## config.mk

```make
export PLATFORM = sky130hd
export DESIGN_NAME = ts_audio_slice_reassembler_unit_flat
export DESIGN_NICKNAME = d
export VERILOG_FILES = /design/src/hdl/tsar_pkg.sv /design/src/hdl/tsar_in_if.sv /design/src/hdl/tsar_out_if.sv /design/src/hdl/ts_audio_slice_reassembler_unit.sv /design/src/hdl/tsar_lane.sv /design/src/hdl/tsar_merge.sv /design/src/hdl/tsar_ctrl.sv /design/src/flat_wrapper.sv
export SDC_FILE = /design/constraint.sdc
export NUM_CORES = 1
export LEC_CHECK = 0
export ABC_CLOCK_PERIOD_IN_PS = 17950
export BUFFER_PORTS_ARGS = -buffer_cell sky130_fd_sc_hd__clkbuf_2
export CAP_MARGIN = 20
export CORE_ASPECT_RATIO = 2
export CORE_MARGIN = 2
export CORE_UTILIZATION = 30
export CTS_BUF_LIST = sky130_fd_sc_hd__clkbuf_8
export DETAILED_ROUTE_END_ITERATION = 10
export PLACE_DENSITY = 0.55
export SYNTH_ARGS = -nofsm -noshare
export SYNTH_HDL_FRONTEND = slang
export SYNTH_SLANG_ARGS = --single-unit
```

## constraint.sdc

```tcl
create_clock -name clk_i -period 17.95 [get_ports clk_i]
set_input_delay 0.8975 -clock clk_i [delete_from_list [all_inputs] [get_ports clk_i]]
set_output_delay 0.8975 -clock clk_i [all_outputs]
set_load 0.1 [all_outputs]
```

## src/hdl/tsar_pkg.sv

```systemverilog
// Shared types and constants of the TS audio slice reassembler.
package tsar_pkg;

  localparam int unsigned MAX_LANES = 7;
  localparam int unsigned LANE_W    = 56;
  localparam int unsigned SEQ_W     = 16;
  localparam int unsigned CNT_W     = 3;
  localparam int unsigned PID_W     = 13;
  localparam int unsigned LEN_W     = 16;
  localparam int unsigned ADD_W     = 8;
  localparam int unsigned PKT_W     = 11;
  localparam int unsigned TOTAL_W   = 20;
  localparam int unsigned ACT_W     = 3;

  localparam logic [PID_W-1:0]   PID_RESET     = 13'h1100;
  localparam logic [LEN_W-1:0]   PES_HDR_BYTES = 16'd14;
  localparam logic [ADD_W-1:0]   TS_PAYLOAD    = 8'd184;
  localparam logic [ADD_W-1:0]   PUSI_BYTES    = 8'd164;  // payload minus 20 header bytes
  localparam logic [ADD_W-1:0]   ADAPT_BASE    = 8'd183;  // payload minus the length byte
  localparam logic [1:0]         AFC_PAYLOAD   = 2'b01;
  localparam logic [1:0]         AFC_BOTH      = 2'b11;
  localparam logic [TOTAL_W-1:0] TOTAL_MAX     = 20'hFFFFF;

  // Result action codes
  localparam logic [ACT_W-1:0] ACT_IGNORED  = 3'd0;
  localparam logic [ACT_W-1:0] ACT_APPENDED = 3'd1;
  localparam logic [ACT_W-1:0] ACT_COMPLETE = 3'd2;
  localparam logic [ACT_W-1:0] ACT_GAP      = 3'd3;
  localparam logic [ACT_W-1:0] ACT_OVERRUN  = 3'd4;

  // What one lane finds in its TS packet
  typedef struct packed {
    logic             start;    // unit start on the audio PID
    logic [LEN_W-1:0] pes_len;
    logic             bad;      // matching lane with an unexpected adaptation code
    logic [ADD_W-1:0] add;      // payload bytes this lane contributes
  } lane_res_t;

  // Merged per-word summary, registered ahead of the slice state
  typedef struct packed {
    logic [SEQ_W-1:0] seq;
    logic             any_start;
    logic [LEN_W-1:0] start_len;
    logic             bad;
    logic [PKT_W-1:0] pkt;
  } merge_res_t;

endpackage

```

## src/hdl/tsar_in_if.sv

```systemverilog
// Input channel: one RTP datagram word with up to seven TS packet lanes.
interface tsar_in_if;
  import tsar_pkg::*;

  logic              valid;
  logic              ready;
  logic [SEQ_W-1:0]  rtp_seq;
  logic [CNT_W-1:0]  ts_count;
  logic [LANE_W-1:0] ts_lane_0;
  logic [LANE_W-1:0] ts_lane_1;
  logic [LANE_W-1:0] ts_lane_2;
  logic [LANE_W-1:0] ts_lane_3;
  logic [LANE_W-1:0] ts_lane_4;
  logic [LANE_W-1:0] ts_lane_5;
  logic [LANE_W-1:0] ts_lane_6;

  modport source (
    output valid, rtp_seq, ts_count,
    output ts_lane_0, ts_lane_1, ts_lane_2, ts_lane_3, ts_lane_4, ts_lane_5, ts_lane_6,
    input  ready
  );

  modport sink (
    input  valid, rtp_seq, ts_count,
    input  ts_lane_0, ts_lane_1, ts_lane_2, ts_lane_3, ts_lane_4, ts_lane_5, ts_lane_6,
    output ready
  );
endinterface

```

## src/hdl/tsar_out_if.sv

```systemverilog
// Output channel: one reassembly result word per datagram.
interface tsar_out_if;
  import tsar_pkg::*;

  logic               valid;
  logic               ready;
  logic [ACT_W-1:0]   action;
  logic [PKT_W-1:0]   packet_bytes;
  logic [TOTAL_W-1:0] slice_bytes;
  logic [LEN_W-1:0]   slice_target;
  logic               target_unlimited;
  logic               malformed;

  modport source (
    output valid, action, packet_bytes, slice_bytes, slice_target,
    output target_unlimited, malformed,
    input  ready
  );

  modport sink (
    input  valid, action, packet_bytes, slice_bytes, slice_target,
    input  target_unlimited, malformed,
    output ready
  );
endinterface

```

## src/hdl/ts_audio_slice_reassembler_unit.sv

```systemverilog
// Top level of the TS audio slice reassembler.
//
// Reassembles one audio PES slice from RTP datagrams carrying MPEG-2 TS
// packets. Each input word is one datagram (sequence number, lane count and
// up to seven 56-bit lane headers); each produces exactly one result word.
// While searching, the first unit-start lane on audio_pid opens a slice with
// a target of PES length minus 14 (no target below 14). While collecting,
// matching lanes add 164, 184 or 183 minus the adaptation length; a sequence
// gap drops the slice, reaching the target completes it, passing it reports
// an overrun. Throughput is one word per clock unless out_o.ready stalls. A
// word is registered after the lane decoders and merge adder tree, then in the
// slice state and result word. Each lane has its own decoder, so lane count
// sets area, not rate. The user writes the audio_pid register (cfg_we_i /
// cfg_wdata_i) only while the block is idle; the block does not enforce it.
module ts_audio_slice_reassembler_unit
  import tsar_pkg::*;
#(
  parameter int unsigned LANES = 7
) (
  input  logic             clk_i,
  input  logic             rst_ni,
  input  logic             cfg_we_i,
  input  logic [PID_W-1:0] cfg_wdata_i,
  tsar_in_if.sink          in_i,
  tsar_out_if.source       out_o
);

  logic [PID_W-1:0]  audio_pid_q;
  logic [LANE_W-1:0] lane_w [MAX_LANES];
  lane_res_t         lane_res [LANES];
  merge_res_t        merge_res;

  logic s1_valid_q, s1_valid_d;
  logic out_valid_q, out_valid_d;
  logic s2_free;
  logic s1_adv;
  logic in_take;

  // Configuration register
  always_ff @(posedge clk_i or negedge rst_ni) begin
    if (!rst_ni) begin
      audio_pid_q <= PID_RESET;
    end else if (cfg_we_i) begin
      audio_pid_q <= cfg_wdata_i;
    end
  end

  assign lane_w[0] = in_i.ts_lane_0;
  assign lane_w[1] = in_i.ts_lane_1;
  assign lane_w[2] = in_i.ts_lane_2;
  assign lane_w[3] = in_i.ts_lane_3;
  assign lane_w[4] = in_i.ts_lane_4;
  assign lane_w[5] = in_i.ts_lane_5;
  assign lane_w[6] = in_i.ts_lane_6;

  // Lane decoders; a lane at or above ts_count contributes nothing
  for (genvar g = 0; g < LANES; g++) begin : g_lane
    tsar_lane u_lane (
      .lane_i (lane_w[g]),
      .en_i   (in_i.ts_count > CNT_W'(g)),
      .pid_i  (audio_pid_q),
      .res_o  (lane_res[g])
    );
  end

  // Pipeline control: advance stage one when the result register frees up
  assign s2_free    = !out_valid_q || out_o.ready;
  assign s1_adv     = s1_valid_q && s2_free;
  assign in_i.ready = !s1_valid_q || s2_free;
  assign in_take    = in_i.valid && in_i.ready;

  always_comb begin
    s1_valid_d = s1_valid_q;
    if (in_take) begin
      s1_valid_d = 1'b1;
    end else if (s1_adv) begin
      s1_valid_d = 1'b0;
    end
    out_valid_d = out_valid_q;
    if (s1_adv) begin
      out_valid_d = 1'b1;
    end else if (out_o.ready) begin
      out_valid_d = 1'b0;
    end
  end

  always_ff @(posedge clk_i or negedge rst_ni) begin
    if (!rst_ni) begin
      s1_valid_q  <= 1'b0;
      out_valid_q <= 1'b0;
    end else begin
      s1_valid_q  <= s1_valid_d;
      out_valid_q <= out_valid_d;
    end
  end

  tsar_merge #(
    .LANES (LANES)
  ) u_merge (
    .clk_i   (clk_i),
    .load_i  (in_take),
    .seq_i   (in_i.rtp_seq),
    .lanes_i (lane_res),
    .res_o   (merge_res)
  );

  tsar_ctrl u_ctrl (
    .clk_i              (clk_i),
    .rst_ni             (rst_ni),
    .take_i             (s1_adv),
    .m_i                (merge_res),
    .action_o           (out_o.action),
    .packet_bytes_o     (out_o.packet_bytes),
    .slice_bytes_o      (out_o.slice_bytes),
    .slice_target_o     (out_o.slice_target),
    .target_unlimited_o (out_o.target_unlimited),
    .malformed_o        (out_o.malformed)
  );

  assign out_o.valid = out_valid_q;

endmodule

```

## src/hdl/tsar_lane.sv

```systemverilog
// Per-lane TS header decode: PID match, unit start and payload byte count.
module tsar_lane
  import tsar_pkg::*;
(
  input  logic [LANE_W-1:0] lane_i,
  input  logic              en_i,
  input  logic [PID_W-1:0]  pid_i,
  output lane_res_t         res_o
);

  logic             pusi;
  logic [PID_W-1:0] pid;
  logic [1:0]       afc;
  logic [ADD_W-1:0] first;
  logic             match;

  assign pusi  = lane_i[22];
  assign pid   = lane_i[20:8];
  assign afc   = lane_i[5:4];
  assign first = lane_i[39:32];
  assign match = en_i && (pid == pid_i);

  always_comb begin
    res_o.start   = match && pusi;
    res_o.pes_len = lane_i[55:40];
    res_o.bad     = 1'b0;
    res_o.add     = '0;
    if (match) begin
      if (afc != AFC_PAYLOAD && afc != AFC_BOTH) begin
        res_o.bad = 1'b1;
      end else if (pusi) begin
        res_o.add = PUSI_BYTES;
      end else if (afc == AFC_PAYLOAD) begin
        res_o.add = TS_PAYLOAD;
      end else if (first <= ADAPT_BASE) begin
        res_o.add = ADAPT_BASE - first;
      end
    end
  end

endmodule

```

## src/hdl/tsar_merge.sv

```systemverilog
// Lane merge: sum of lane bytes, first unit start, malformed flag; registered.
module tsar_merge
  import tsar_pkg::*;
#(
  parameter int unsigned LANES = 7
) (
  input  logic             clk_i,
  input  logic             load_i,
  input  logic [SEQ_W-1:0] seq_i,
  input  lane_res_t        lanes_i [LANES],
  output merge_res_t       res_o
);

  merge_res_t res_d;
  merge_res_t res_q;

  always_comb begin
    res_d.seq       = seq_i;
    res_d.any_start = 1'b0;
    res_d.start_len = '0;
    res_d.bad       = 1'b0;
    res_d.pkt       = '0;
    // Walk downward so the lowest starting lane wins
    for (int i = LANES - 1; i >= 0; i--) begin
      if (lanes_i[i].start) begin
        res_d.any_start = 1'b1;
        res_d.start_len = lanes_i[i].pes_len;
      end
    end
    for (int i = 0; i < LANES; i++) begin
      res_d.bad = res_d.bad | lanes_i[i].bad;
      res_d.pkt = res_d.pkt + PKT_W'(lanes_i[i].add);
    end
  end

  always_ff @(posedge clk_i) begin
    if (load_i) begin
      res_q <= res_d;
    end
  end

  assign res_o = res_q;

endmodule

```

## src/hdl/tsar_ctrl.sv

```systemverilog
// Slice state: start capture, sequence check, running count and result register.
module tsar_ctrl
  import tsar_pkg::*;
(
  input  logic               clk_i,
  input  logic               rst_ni,
  input  logic               take_i,
  input  merge_res_t         m_i,
  output logic [ACT_W-1:0]   action_o,
  output logic [PKT_W-1:0]   packet_bytes_o,
  output logic [TOTAL_W-1:0] slice_bytes_o,
  output logic [LEN_W-1:0]   slice_target_o,
  output logic               target_unlimited_o,
  output logic               malformed_o
);

  logic               collecting_q, collecting_d;
  logic [SEQ_W-1:0]   prev_seq_q, prev_seq_d;
  logic [TOTAL_W-1:0] byte_total_q, byte_total_d;
  logic [LEN_W-1:0]   target_q, target_d;
  logic               no_target_q, no_target_d;
  logic [TOTAL_W:0]   sum;

  logic [ACT_W-1:0]   action_q, action_d;
  logic [PKT_W-1:0]   pkt_q, pkt_d;
  logic               bad_q, bad_d;

  always_comb begin
    collecting_d = collecting_q;
    prev_seq_d   = prev_seq_q;
    byte_total_d = byte_total_q;
    target_d     = target_q;
    no_target_d  = no_target_q;
    action_d     = ACT_IGNORED;
    pkt_d        = '0;
    bad_d        = 1'b0;
    sum          = '0;

    // Open a slice; back the expected sequence up so this word counts
    if (!collecting_q && m_i.any_start) begin
      no_target_d  = m_i.start_len < PES_HDR_BYTES;
      target_d     = no_target_d ? '0 : m_i.start_len - PES_HDR_BYTES;
      collecting_d = 1'b1;
      byte_total_d = '0;
      prev_seq_d   = m_i.seq - SEQ_W'(1);
    end

    if (collecting_d) begin
      if (m_i.seq != prev_seq_d + SEQ_W'(1)) begin
        action_d     = ACT_GAP;
        collecting_d = 1'b0;
        byte_total_d = '0;
      end else begin
        prev_seq_d   = m_i.seq;
        pkt_d        = m_i.pkt;
        bad_d        = m_i.bad;
        sum          = {1'b0, byte_total_d} + (TOTAL_W + 1)'(m_i.pkt);
        byte_total_d = sum[TOTAL_W] ? TOTAL_MAX : sum[TOTAL_W-1:0];
        action_d     = ACT_APPENDED;
        if (!no_target_d) begin
          if (byte_total_d == TOTAL_W'(target_d)) begin
            action_d     = ACT_COMPLETE;
            collecting_d = 1'b0;
          end else if (byte_total_d > TOTAL_W'(target_d)) begin
            action_d     = ACT_OVERRUN;
            collecting_d = 1'b0;
          end
        end
      end
    end
  end

  always_ff @(posedge clk_i or negedge rst_ni) begin
    if (!rst_ni) begin
      collecting_q <= 1'b0;
      prev_seq_q   <= '0;
      byte_total_q <= '0;
      target_q     <= '0;
      no_target_q  <= 1'b0;
    end else if (take_i) begin
      collecting_q <= collecting_d;
      prev_seq_q   <= prev_seq_d;
      byte_total_q <= byte_total_d;
      target_q     <= target_d;
      no_target_q  <= no_target_d;
    end
  end

  always_ff @(posedge clk_i) begin
    if (take_i) begin
      action_q <= action_d;
      pkt_q    <= pkt_d;
      bad_q    <= bad_d;
    end
  end

  assign action_o           = action_q;
  assign packet_bytes_o     = pkt_q;
  assign malformed_o        = bad_q;
  // Slice state registers only move on take, so they track the result word
  assign slice_bytes_o      = byte_total_q;
  assign slice_target_o     = target_q;
  assign target_unlimited_o = no_target_q;

endmodule
```

## src/flat_wrapper.sv

```systemverilog
// flat-port wrapper written by rule: the top's interface ports become plain ports
module ts_audio_slice_reassembler_unit_flat import tsar_pkg::*;
#(
  parameter int unsigned LANES = 7
)
  (clk_i, rst_ni, cfg_we_i, cfg_wdata_i, in_i_valid, in_i_rtp_seq, in_i_ts_count, in_i_ts_lane_0, in_i_ts_lane_1, in_i_ts_lane_2, in_i_ts_lane_3, in_i_ts_lane_4, in_i_ts_lane_5, in_i_ts_lane_6, in_i_ready, out_o_valid, out_o_action, out_o_packet_bytes, out_o_slice_bytes, out_o_slice_target, out_o_target_unlimited, out_o_malformed, out_o_ready);
  tsar_in_if in_i_i ();
  tsar_out_if out_o_i ();
  input  logic clk_i;
  input  logic rst_ni;
  input  logic cfg_we_i;
  input  logic [PID_W-1:0] cfg_wdata_i;
  input wire logic [$bits(in_i_i.valid)-1:0] in_i_valid;
  input wire logic [$bits(in_i_i.rtp_seq)-1:0] in_i_rtp_seq;
  input wire logic [$bits(in_i_i.ts_count)-1:0] in_i_ts_count;
  input wire logic [$bits(in_i_i.ts_lane_0)-1:0] in_i_ts_lane_0;
  input wire logic [$bits(in_i_i.ts_lane_1)-1:0] in_i_ts_lane_1;
  input wire logic [$bits(in_i_i.ts_lane_2)-1:0] in_i_ts_lane_2;
  input wire logic [$bits(in_i_i.ts_lane_3)-1:0] in_i_ts_lane_3;
  input wire logic [$bits(in_i_i.ts_lane_4)-1:0] in_i_ts_lane_4;
  input wire logic [$bits(in_i_i.ts_lane_5)-1:0] in_i_ts_lane_5;
  input wire logic [$bits(in_i_i.ts_lane_6)-1:0] in_i_ts_lane_6;
  output wire logic [$bits(in_i_i.ready)-1:0] in_i_ready;
  output wire logic [$bits(out_o_i.valid)-1:0] out_o_valid;
  output wire logic [$bits(out_o_i.action)-1:0] out_o_action;
  output wire logic [$bits(out_o_i.packet_bytes)-1:0] out_o_packet_bytes;
  output wire logic [$bits(out_o_i.slice_bytes)-1:0] out_o_slice_bytes;
  output wire logic [$bits(out_o_i.slice_target)-1:0] out_o_slice_target;
  output wire logic [$bits(out_o_i.target_unlimited)-1:0] out_o_target_unlimited;
  output wire logic [$bits(out_o_i.malformed)-1:0] out_o_malformed;
  input wire logic [$bits(out_o_i.ready)-1:0] out_o_ready;
  assign in_i_i.valid = in_i_valid;
  assign in_i_i.rtp_seq = in_i_rtp_seq;
  assign in_i_i.ts_count = in_i_ts_count;
  assign in_i_i.ts_lane_0 = in_i_ts_lane_0;
  assign in_i_i.ts_lane_1 = in_i_ts_lane_1;
  assign in_i_i.ts_lane_2 = in_i_ts_lane_2;
  assign in_i_i.ts_lane_3 = in_i_ts_lane_3;
  assign in_i_i.ts_lane_4 = in_i_ts_lane_4;
  assign in_i_i.ts_lane_5 = in_i_ts_lane_5;
  assign in_i_i.ts_lane_6 = in_i_ts_lane_6;
  assign in_i_ready = in_i_i.ready;
  assign out_o_valid = out_o_i.valid;
  assign out_o_action = out_o_i.action;
  assign out_o_packet_bytes = out_o_i.packet_bytes;
  assign out_o_slice_bytes = out_o_i.slice_bytes;
  assign out_o_slice_target = out_o_i.slice_target;
  assign out_o_target_unlimited = out_o_i.target_unlimited;
  assign out_o_malformed = out_o_i.malformed;
  assign out_o_i.ready = out_o_ready;
  ts_audio_slice_reassembler_unit #(.LANES(LANES)) u_core (.clk_i(clk_i), .rst_ni(rst_ni), .cfg_we_i(cfg_we_i), .cfg_wdata_i(cfg_wdata_i), .in_i(in_i_i), .out_o(out_o_i));
endmodule
```

Yosys cells after proc, flatten, opt, wreduce, memory -nomap -nowiden. Cells that the tools add are included.

Input bits: 429. Output and inout bits: 54. Register bits: 129.

Reductions and logical operators: 34. Equal/unequal tests: 30. $lt $le $gt $ge: 16. Muxes and demuxes: 73. Bitwise operators: 7. Add/sub/neg operators: 17.

Operators by type and width (count): $mux W8 (28); $mux W16 (11); $eq A13 B13 Y1 (7); $mux W20 (4); $mux W9 (7); $le A8 B8 Y1 const B (7); $sub A8 B8 Y8 const A (7); $add A11 B8 Y11 (3); $logic_and A1 B1 Y1 (24); $add A20 B11 Y21 (1); $eq A20 B16 Y1 (1); $gt A20 B16 Y1 (1); $mux W1 (18); $mux W17 (1); $add A16 B1 Y16 const B (1); $lt A16 B4 Y1 const B (1); $ne A16 B16 Y1 (1); $sub A16 B1 Y16 const B (1); $sub A16 B4 Y16 const B (1); $eq A2 B1 Y1 const B (7); $ne A2 B1 Y1 const B (7); $ne A2 B2 Y1 const B (7); $add A10 B8 Y11 (1); $add A9 B8 Y10 (1); 14 further kinds (29).

Longest topological paths before layout. Gate-level depths: netlist (run 1).

Word-level depth: 12. Gate-level depth with buffers: 29. Depth with buffers taken out: 26.

By module. Synthesis (run 1) repeated with hierarchy kept, for this count alone.

Cell total of the unflattened synthesis: 1638. Area total of the unflattened synthesis: 14193.6 sq um.

By module, submodules not included: tsar_ctrl (instances 1, area an instance 5642.9 sq um, cells each 663); tsar_lane (instances 7, area an instance 569.3 sq um, cells each 80); tsar_merge (instances 1, area an instance 3910.0 sq um, cells each 373); ts_audio_slice_reassembler_unit (instances 1, area an instance 655.6 sq um, cells each 42).

Worst setup path before layout (run 1). No wires, ideal clock.

Path kind: input port to flip-flop. Start: input in_i_ts_lane_5[11]. End: register u_core.u_merge.res_q (netlist bit u_core.u_merge.res_o[10]), data pin. Path buffers: 0. Stages: 23. Arrival: 6.049 ns. Setup slack: 11.644 ns. Data required time: 17.693 ns. Cell sequence: xnor2_1 nand4_1 nor4_1 nand2_1 or2_2 inv_1 nand2_1 or3_1 fa_1 fa_1 fa_1 inv_1 fa_1 ha_1 a21o_1 a21oi_1 o21bai_1 a21oi_1 o21bai_1 a21oi_1 nor2b_1 o21ai_0 nand2b_1.

RTL lines: from (decl) (line flat_wrapper.sv:21) `input wire logic [$bits(in_i_i.ts_lane_5)-1:0] in_i_ts_lane_5;`; to (signal assigned) (line tsar_merge.sv:38) `res_q <= res_d;`; to (decl) (line tsar_merge.sv:15) `merge_res_t res_q;`.

==> impl_results.md, run 1 <==
- Async SR Flop Fraction: 53.5%
- Routed wire per std cell: 21.1 um
- Finished Layout Cells: 2340
- CTS buffer count: 17
- Htree depth: 4
- Most frequent cells in the layout: clkbuf_2 (369), nand2_1 (159), xnor2_1 (116), nor2_1 (116), a21oi_1 (115)
- Final worst-path setup slack: 11.14 ns
- Main synth FF type: dfrtp_1
- Final period util: 38.0%
- Fill count: 4315
- Clock share of power: 28.0%
- Largest net degree at the start of global routing: 70
- Placed Instance Area: 14800 um^2
- Worst slew pin tran: 1.09 ns
- Critical path, cell by cell: xor2_1 -> nor4_1 -> o2111ai_1 -> nor3_1 -> nand2_1 -> or2_2 -> inv_1 -> nand2_1 -> or3_1 -> fa_1 -> fa_1 -> fa_1 -> inv_1 -> fa_1 -> ha_1 -> a21o_1 -> a21oi_1 -> o21bai_1 -> a21oi_1 -> o21bai_1 -> a21oi_1 -> nor2b_1 -> o21ai_0 -> nand2b_1
- Dpl ws: 10.77 ns
- Power per Cell Area: 63.5 nW/um^2
- Die ar.: 43200 um^2
- Vias: 12200
- Layout cells sized above 1: 26.4%
- Post-Synthesis Net Count: 1981
- Switching share of power: 39.0%
- Final Util: 37.1%
- I/O Buffers: 370
- Hold path depth: 1
- RD Place Congestion: 0.952
- 1st-iter DRT viols: 499
- Clock Path Buffers: 2
- Combinational Power Share: 32.4%
- Bufs and invs on worst path: 2
- Drc violations: 0
- Placed insts: 2304
- Int Pwr: 0.589 mW
- Cell repeated most along the worst path: fa_1
- Leakage: 7.02 nW
- Worst hold slack: 0.500 ns
- Drt first pass iters: 5
- Reg-to-Reg Start: u_core.audio_pid_q[8]$_DFFE_PN1P_
- Cell area after layout: 15200 um^2
- Number of synthesized flops with an enable pin: 60
- Gr usage total: 22.7%
- Synth warn: 0
- Post-route setup TNS: 0 ns
- Clock-pin slew on the worst setup and hold paths: 0.09 ns
- Min-delay src: u_core.s1_valid_q$_DFFE_PN0P_
- Final count of pins violating max slew: 0
- Status: completed
- Core Region: 41000 um^2
- Wirelength, routed: 49.3 mm
- # IOs: 483
- CTS tree: built
- Achievable Freq: 147 MHz
- Vias in the first global route: 12700
- P_sw: 0.376 mW
- Area growth, synth to finish: 22.2%
- Starting density of the core: 30.3%
- Die height: 292 um
- Setup slack, reg-to-reg: 11.14 ns
- Seq pwr share: 39.6%
- Global-route wire length before repair: 72.9 mm
- Clock skew: 0.0296 ns
- Post_cts resized: 0
- Worst-path fanout max: 8
- Final hold violations: 0
- Synthesized area per cell: 8.54 um^2
- Gate Count Post-Synth: 1456
- Power Total: 0.965 mW
- Final net count: 2313
- Critical path's largest stage delay: 0.75 ns
- Worst Hold Class: reg -> reg
- Total setup buffers inserted after CTS: 0
- CTS Hold Buffers Added: 0
- RSZ-0062 raised after global routing: false
- DP Wirelength: 41.1 mm
- Sequential element share of the synthesized area: 28.4%
- Crit path launch type: register
- Die Wd: 148 um
- Worst Setup End Kind: register
- ANT nets after route: 0
- Worst reg2reg path endpoint: u_core.u_merge.res_o[10]$_DFFE_PP_
- Worst ir drop on vdd: 0.0304 mV
- FF+latch count, synth: 129
- Grt ovf: 0
- Initial antenna violation count: 7
- Cells on worst reg2reg path: 24
- Synth unique cells: 81
- Critical setup path kind: reg -> reg
- Worst path arrival time: 7.06 ns
- Clk Latency, worst-skew pair: 0.49 ns
- Fin crit period: 6.81 ns
- Critical-path top delay cell: dfstp_2
- Worst Hold End: u_core.out_o.valid$_DFFE_PN0P_
- Setup Viol. Count Final: 0
- Slew HR: 26.9%
- Mapped cell area: 12400 um^2
- FP Rows: 105
- Root buffer cell: clkbuf_8
- Clock Sinks: 129
- Worst path required time: 18.20 ns
- Vias per cell: 5.23
- Max-cap check violation count: 0
- Delay-heaviest family, CP: adder cells
- Commonest non-fill, non-tap cell in the layout: clkbuf_2
how the worst max path moves through the flow:
| stage | startpoint | to | slack, ns | cells past startpoint |
|---|---|---|---|---|
| 2_1_floorplan | in_i_ts_lane_5[11] | u_core.u_merge.res_o[10]$_DFFE_PP_ | 11.64 | 23 |
| 3_5_place_dp | in_i_ts_lane_4[16] | u_core.u_merge.res_o[10]$_DFFE_PP_ | 10.77 | 25 |
| 3_3_place_gp | in_i_ts_lane_4[16] | u_core.u_merge.res_o[10]$_DFFE_PP_ | 10.81 | 25 |
| 4_1_cts | u_core.audio_pid_q[8]$_DFFE_PN1P_ | u_core.u_merge.res_o[10]$_DFFE_PP_ | 11.10 | 24 |
| 6_report | u_core.audio_pid_q[8]$_DFFE_PN1P_ | u_core.u_merge.res_o[10]$_DFFE_PP_ | 11.14 | 24 |
| 5_1_grt | u_core.audio_pid_q[8]$_DFFE_PN1P_ | u_core.u_merge.res_o[10]$_DFFE_PP_ | 10.60 | 24 |
metal layers:
layer | GRT usage [%] | vias to the layer above | wire, um
li1 | - | 5853 | -
met1 | 20.8 | 5731 | 16100
met2 | 43.9 | 512 | 27100
met3 | 4.92 | 131 | 2800
met4 | 14.3 | 8 | 3270
met5 | 0 | - | 51
cell families after synthesis:
| logic type | synth area share (%) |
|---|---|
| XOR/XNOR | 12.0 |
| adder cells (fa/ha/maj) | 12.0 |
| buffers and inverters | 4.75 |
| multiplexers | 4.17 |
| flip-flops | 28.4 |
| AO/OA/AOI/OAI | 17.3 |
| AND/OR/NAND/NOR | 21.4 |
flip-flops by register name, indices dropped and copies added, names as in the netlist:
| register | flops |
|---|---|
| u_core.audio_pid_q | 13 |
| u_core.out_o.valid | 1 |
| u_core.s1_valid_q | 1 |
| u_core.u_ctrl.action_o | 3 |
| u_core.u_ctrl.collecting_q | 1 |
| u_core.u_ctrl.malformed_o | 1 |
| u_core.u_ctrl.packet_bytes_o | 11 |
| u_core.u_ctrl.prev_seq_q | 16 |
| u_core.u_ctrl.slice_bytes_o | 20 |
| u_core.u_ctrl.slice_target_o | 16 |
| u_core.u_ctrl.target_unlimited_o | 1 |
| u_core.u_merge.res_o | 45 |
final cells by class:
class	count	area [um^2]	area share, %
Timing Repair Buffer	389	1990	13.1
Multi-Input combinational cell	1181	8320	54.8
Clock inverter	13	148	0.971
Sequential cell	129	3530	23.2
Clock buffer	19	262	1.72
Inverter	70	263	1.73
Tap cell	535	669	4.40
Antenna cell	4	10.0	0.0658
synth_stat cells, types with 13 or more instances:
master / n / area (um^2)
nor2_1: 116 / 435
mux2i_1: 36 / 360
clkbuf_1: 61 / 229
nand4_1: 33 / 206
xor2_1: 55 / 482
a21oi_1: 115 / 576
a22oi_1: 13 / 97.6
ha_1: 57 / 713
or3_1: 17 / 106
nand2_1: 159 / 597
nor4_1: 17 / 106
and2_1: 27 / 169
dfrtp_1: 67 / 1680
nand3_1: 42 / 210
o21ai_0: 79 / 395
o311ai_0: 17 / 149
nor3_1: 16 / 80.1
edfxtp_1: 60 / 1800
a21o_1: 17 / 128
and3_1: 13 / 81.3
fa_1: 39 / 781
or2_2: 19 / 119
inv_1: 69 / 259
mux2_2: 14 / 158
xnor2_1: 116 / 1020
power groups by stage:
stage          Clock (mW)  Combinational, mW  Sequential, mW
2_1_floorplan           0              0.152           0.435
3_3_place_gp            0              0.306           0.387
3_5_place_dp            0              0.313           0.387
4_1_cts             0.280              0.314           0.381
5_1_grt             0.290              0.338           0.385
6_report            0.270              0.313           0.382
(Power assumes the default switching activity.)
==> inputs of run 2 (changes only) <==
- ABC_CLOCK_PERIOD_IN_PS: 17950 -> 5700
- PLACE_DENSITY: 0.55 -> 0.57
- clock period: 17.95 -> 5.7 ns (I/O delays scaled with it)
==> run 2 against run 1 <==
Compared with the run above:
- the run now ends with hold timing, setup timing left
- utilization grew 2.8 points
- via count grew 4.2%
- first-iteration DRC count grew 3.6%
- global-route usage grew 0.76 points
- critical path type unchanged
- critical path depth is the same
- final area grew 7.6%
- fmax grew 18%
- combinational power grew to 3.5 times the previous value
==> impl_results.md, run 2 (same netlist as run 1, synthesis figures left out) <==
- Combinational Power Share: 33.8% (was 32.4%)
- Final period util: 102% (was 38.0%)
- Cell repeated most along the worst path: fa_1 (unchanged)
- Routed wire per std cell: 20.7 um (was 21.1 um)
- Worst path required time: 5.94 ns (was 18.20 ns)
- Final count of pins violating max slew: 0 (unchanged)
- Die Wd: 148 um (unchanged)
- Starting density of the core: 30.3% (unchanged)
- Final worst-path setup slack: -0.0977 ns (was 11.14 ns)
- Drc violations: 0 (unchanged)
- # IOs: 483 (unchanged)
- Commonest non-fill, non-tap cell in the layout: clkbuf_2 (unchanged)
- Worst Setup End Kind: register (unchanged)
- Die height: 292 um (unchanged)
- Max FFs per register: 45 (unchanged)
- Worst path arrival time: 6.04 ns (was 7.06 ns)
- ANT nets after route: 0 (unchanged)
- GR met1 Demand/Resource: 21.5% (was 20.8%)
- Achievable Freq: 172 MHz (was 147 MHz)
- Bufs and invs on worst path: 3 (was 2)
- Failing checks: hold timing, setup timing
- CTS tree: built (unchanged)
- Status: finished, violations left (was completed)
- P_sw: 1.24 mW (was 0.376 mW)
- Slew HR: 28.9% (was 26.9%)
- FP Rows: 105 (unchanged)
- Global-route wire length before repair: 76.1 mm (was 72.9 mm)
- Seq pwr share: 36.3% (was 39.6%)
- Max-cap check violation count: 0 (unchanged)
- Clk Latency, worst-skew pair: 0.49 ns (about the same)
- Worst hold slack: -0.00694 ns (was 0.500 ns)
- Gr usage total: 23.4% (was 22.7%)
- Critical-path top delay cell: dfstp_2 (unchanged)
- Vias: 12800 (was 12200)
- Int Pwr: 1.98 mW (was 0.589 mW)
- Switching share of power: 38.5% (was 39.0%)
- Crit path launch type: register (unchanged)
- Critical setup path kind: reg -> reg (unchanged)
- Clock Sinks: 129 (unchanged)
- Delay-heaviest family, CP: adder cells (unchanged)
- Worst slew pin tran: 1.06 ns (was 1.09 ns)
- Worst ir drop on vdd: 0.151 mV (was 0.0304 mV)
- Vias per cell: 5.23 (about the same)
- Final net count: 2412 (was 2313)
- Largest net degree at the start of global routing: 70 (unchanged)
- Critical path's largest stage delay: 0.56 ns (was 0.75 ns)
- Clock share of power: 29.9% (was 28.0%)
- RD Place Congestion: 1.01 (was 0.952)
- Most frequent cells in the layout: clkbuf_2 (369), nand2_1 (156), xnor2_1 (116) (was clkbuf_2 (369), nand2_1 (159), xnor2_1 (116), nor2_1 (116), a21oi_1 (115))
- Grt met2 use: 45.5% (was 43.9%)
- Clock Path Buffers: 2 (unchanged)
- Final hold violations: 1 (was 0)
- Setup Viol. Count Final: 4 (was 0)
- Drt first pass iters: 5 (unchanged)
- Fin crit period: 5.80 ns (was 6.81 ns)
- Met3 track demand over resource: 3.16% (was 4.92%)
- Area growth, synth to finish: 31.5% (was 22.2%)
- DP Wirelength: 42.2 mm (was 41.1 mm)
- Root buffer cell: clkbuf_8 (unchanged)
- Worst Hold Class: in -> async (was reg -> reg)
- Global route hottest layer: met2 (unchanged)
- Initial antenna violation count: 2 (was 7)
- Dpl ws: -0.233 ns (was 10.77 ns)
- CTS buffer count: 17 (unchanged)
- Power per Cell Area: 197 nW/um^2 (was 63.5 nW/um^2)
- Layout cells sized above 1: 31.2% (was 26.4%)
- Vias in the first global route: 13600 (was 12700)
- 1st-iter DRT viols: 517 (was 499)
- Core Region: 41000 um^2 (unchanged)
- Clock-pin slew on the worst setup and hold paths: 0.10 ns (was 0.09 ns)
- Worst-path fanout max: 6 (was 8)
- Clock skew: 0.0263 ns (was 0.0296 ns)
- Leakage: 7.56 nW (was 7.02 nW)
- I/O Buffers: 370 (unchanged)
- Die ar.: 43200 um^2 (unchanged)
- Critical path, cell by cell: buf_6 -> xnor2_1 -> nand4_1 -> nor4_4 -> nand2_1 -> or2_2 -> inv_1 -> nand2_1 -> or3_4 -> fa_2 -> fa_1 -> fa_1 -> inv_1 -> fa_1 -> ha_1 -> a21o_1 -> a21oi_4 -> o21bai_1 -> a21oi_2 -> o21bai_1 -> a21oi_2 -> nor2b_1 -> o21ai_1 -> nand2b_1 (was xor2_1 -> nor4_1 -> o2111ai_1 -> nor3_1 -> nand2_1 -> or2_2 -> inv_1 -> nand2_1 -> or3_1 -> fa_1 -> fa_1 -> fa_1 -> inv_1 -> fa_1 -> ha_1 -> a21o_1 -> a21oi_1 -> o21bai_1 -> a21oi_1 -> o21bai_1 -> a21oi_1 -> nor2b_1 -> o21ai_0 -> nand2b_1)
- Grt ovf: 0 (unchanged)
- Htree depth: 4 (unchanged)
- RSZ-0062 raised after global routing: true (was false)
- Fill count: 4283 (was 4315)
- Wirelength, routed: 50.5 mm (was 49.3 mm)
## run 2: cell types whose count changed in the layout (fill, tap and decap cells not counted), sizes merged
cell,previous run,this run
bufinv,3,5
diode,4,2
buf,20,97
inv,74,72
clkinvlp,2,0
clkbuf,388,387
clkinv,4,7
dlygate4sd3,0,22
## run 2: cell type report
type                       instances  area, um^2  share of cell area, %
tap                              535         669                   4.09
inverter                          70         263                   1.61
clock buffer                      18         248                   1.52
antenna                            2        5.00                 0.0306
multi-input combinational       1181        8530                   52.2
timing repair buffer             488        2890                   17.7
sequential                       129        3530                   21.6
clock inverter                    14         215                   1.32
## run 2: stage by stage
| step | util, % | TNS, ns | std cells | area [um^2] | power (mW) |
|---|---|---|---|---|---|
| finish | 39.9 | -0.199 | 2437 | 16400 | 3.22 |
| global route | 39.9 | -1.36 | 2437 | 16400 | 3.38 |
| CTS | 39.5 | -0.498 | 2432 | 16200 | 3.24 |
| detailed placement | 37.4 | -0.560 | 2367 | 15300 | 2.25 |
| global placement | 37.4 | -0.384 | 2367 | 15300 | 2.23 |
| floorplan | - | 0 | 1456 | 12500 | 1.86 |
## run 2: path summary, 6_finish.rpt
check                                                               end  cells past startpoint                               from  slack (ns)
worst max-delay path                 u_core.u_merge.res_o[10]$_DFFE_PP_                     24  u_core.audio_pid_q[8]$_DFFE_PN1P_        -0.1
worst min-delay path            u_core.u_ctrl.prev_seq_q[9]$_DFFE_PN0P_                      2                             rst_ni      -0.007
worst max register to register       u_core.u_merge.res_o[10]$_DFFE_PP_                     24  u_core.audio_pid_q[8]$_DFFE_PN1P_        -0.1
worst min register to register           u_core.out_o.valid$_DFFE_PN0P_                      1      u_core.s1_valid_q$_DFFE_PN0P_        0.50
max in group asynchronous             u_core.audio_pid_q[9]$_DFFE_PN0P_                      2                             rst_ni        4.87
min in group clk_i                   u_core.audio_pid_q[11]$_DFFE_PN0P_                      2                    cfg_wdata_i[11]        0.04
## run 2: power by group through the flow
stage / Combinational (mW) / Clock (mW) / Sequential (mW)
after floorplan: 0.486 / 0 / 1.37
after detailed placement: 1.06 / 0 / 1.18
after global placement: 1.05 / 0 / 1.18
final: 1.09 / 0.962 / 1.17
after global routing: 1.17 / 1.03 / 1.18
after CTS: 1.08 / 0.990 / 1.17
## run 2: repair_timing
item | in CTS | in global routing
cloned | 0 | 0
gates resized for setup | 34 | 16
hold endpoints to repair | 22 | 0
endpoints found under the setup margin | 4 | 6
hold buffers | 22 | 0
pin swaps | 27 | 31
setup buffers | 11 | 1
## run 2: per-layer routing
metal / routed length (um) / vias up
met3: 2380 / 154
met5: 0 / -
li1: - / 6051
met4: 4120 / 0
met2: 27700 / 530
met1: 16300 / 6018
## run 2: worst reg2reg max path, stage by stage (launching register included)
cell	delay [ns]
dfstp_2	0.56
buf_6	0.15
xnor2_1	0.12
nand4_1	0.20
nor4_4	0.35
nand2_1	0.10
or2_2	0.29
inv_1	0.06
nand2_1	0.07
or3_4	0.35
fa_2	0.36
fa_1	0.49
fa_1	0.54
inv_1	0.05
fa_1	0.47
ha_1	0.31
a21o_1	0.21
a21oi_4	0.15
o21bai_1	0.10
a21oi_2	0.15
o21bai_1	0.10
a21oi_2	0.14
nor2b_1	0.06
o21ai_1	0.13
nand2b_1	0.06
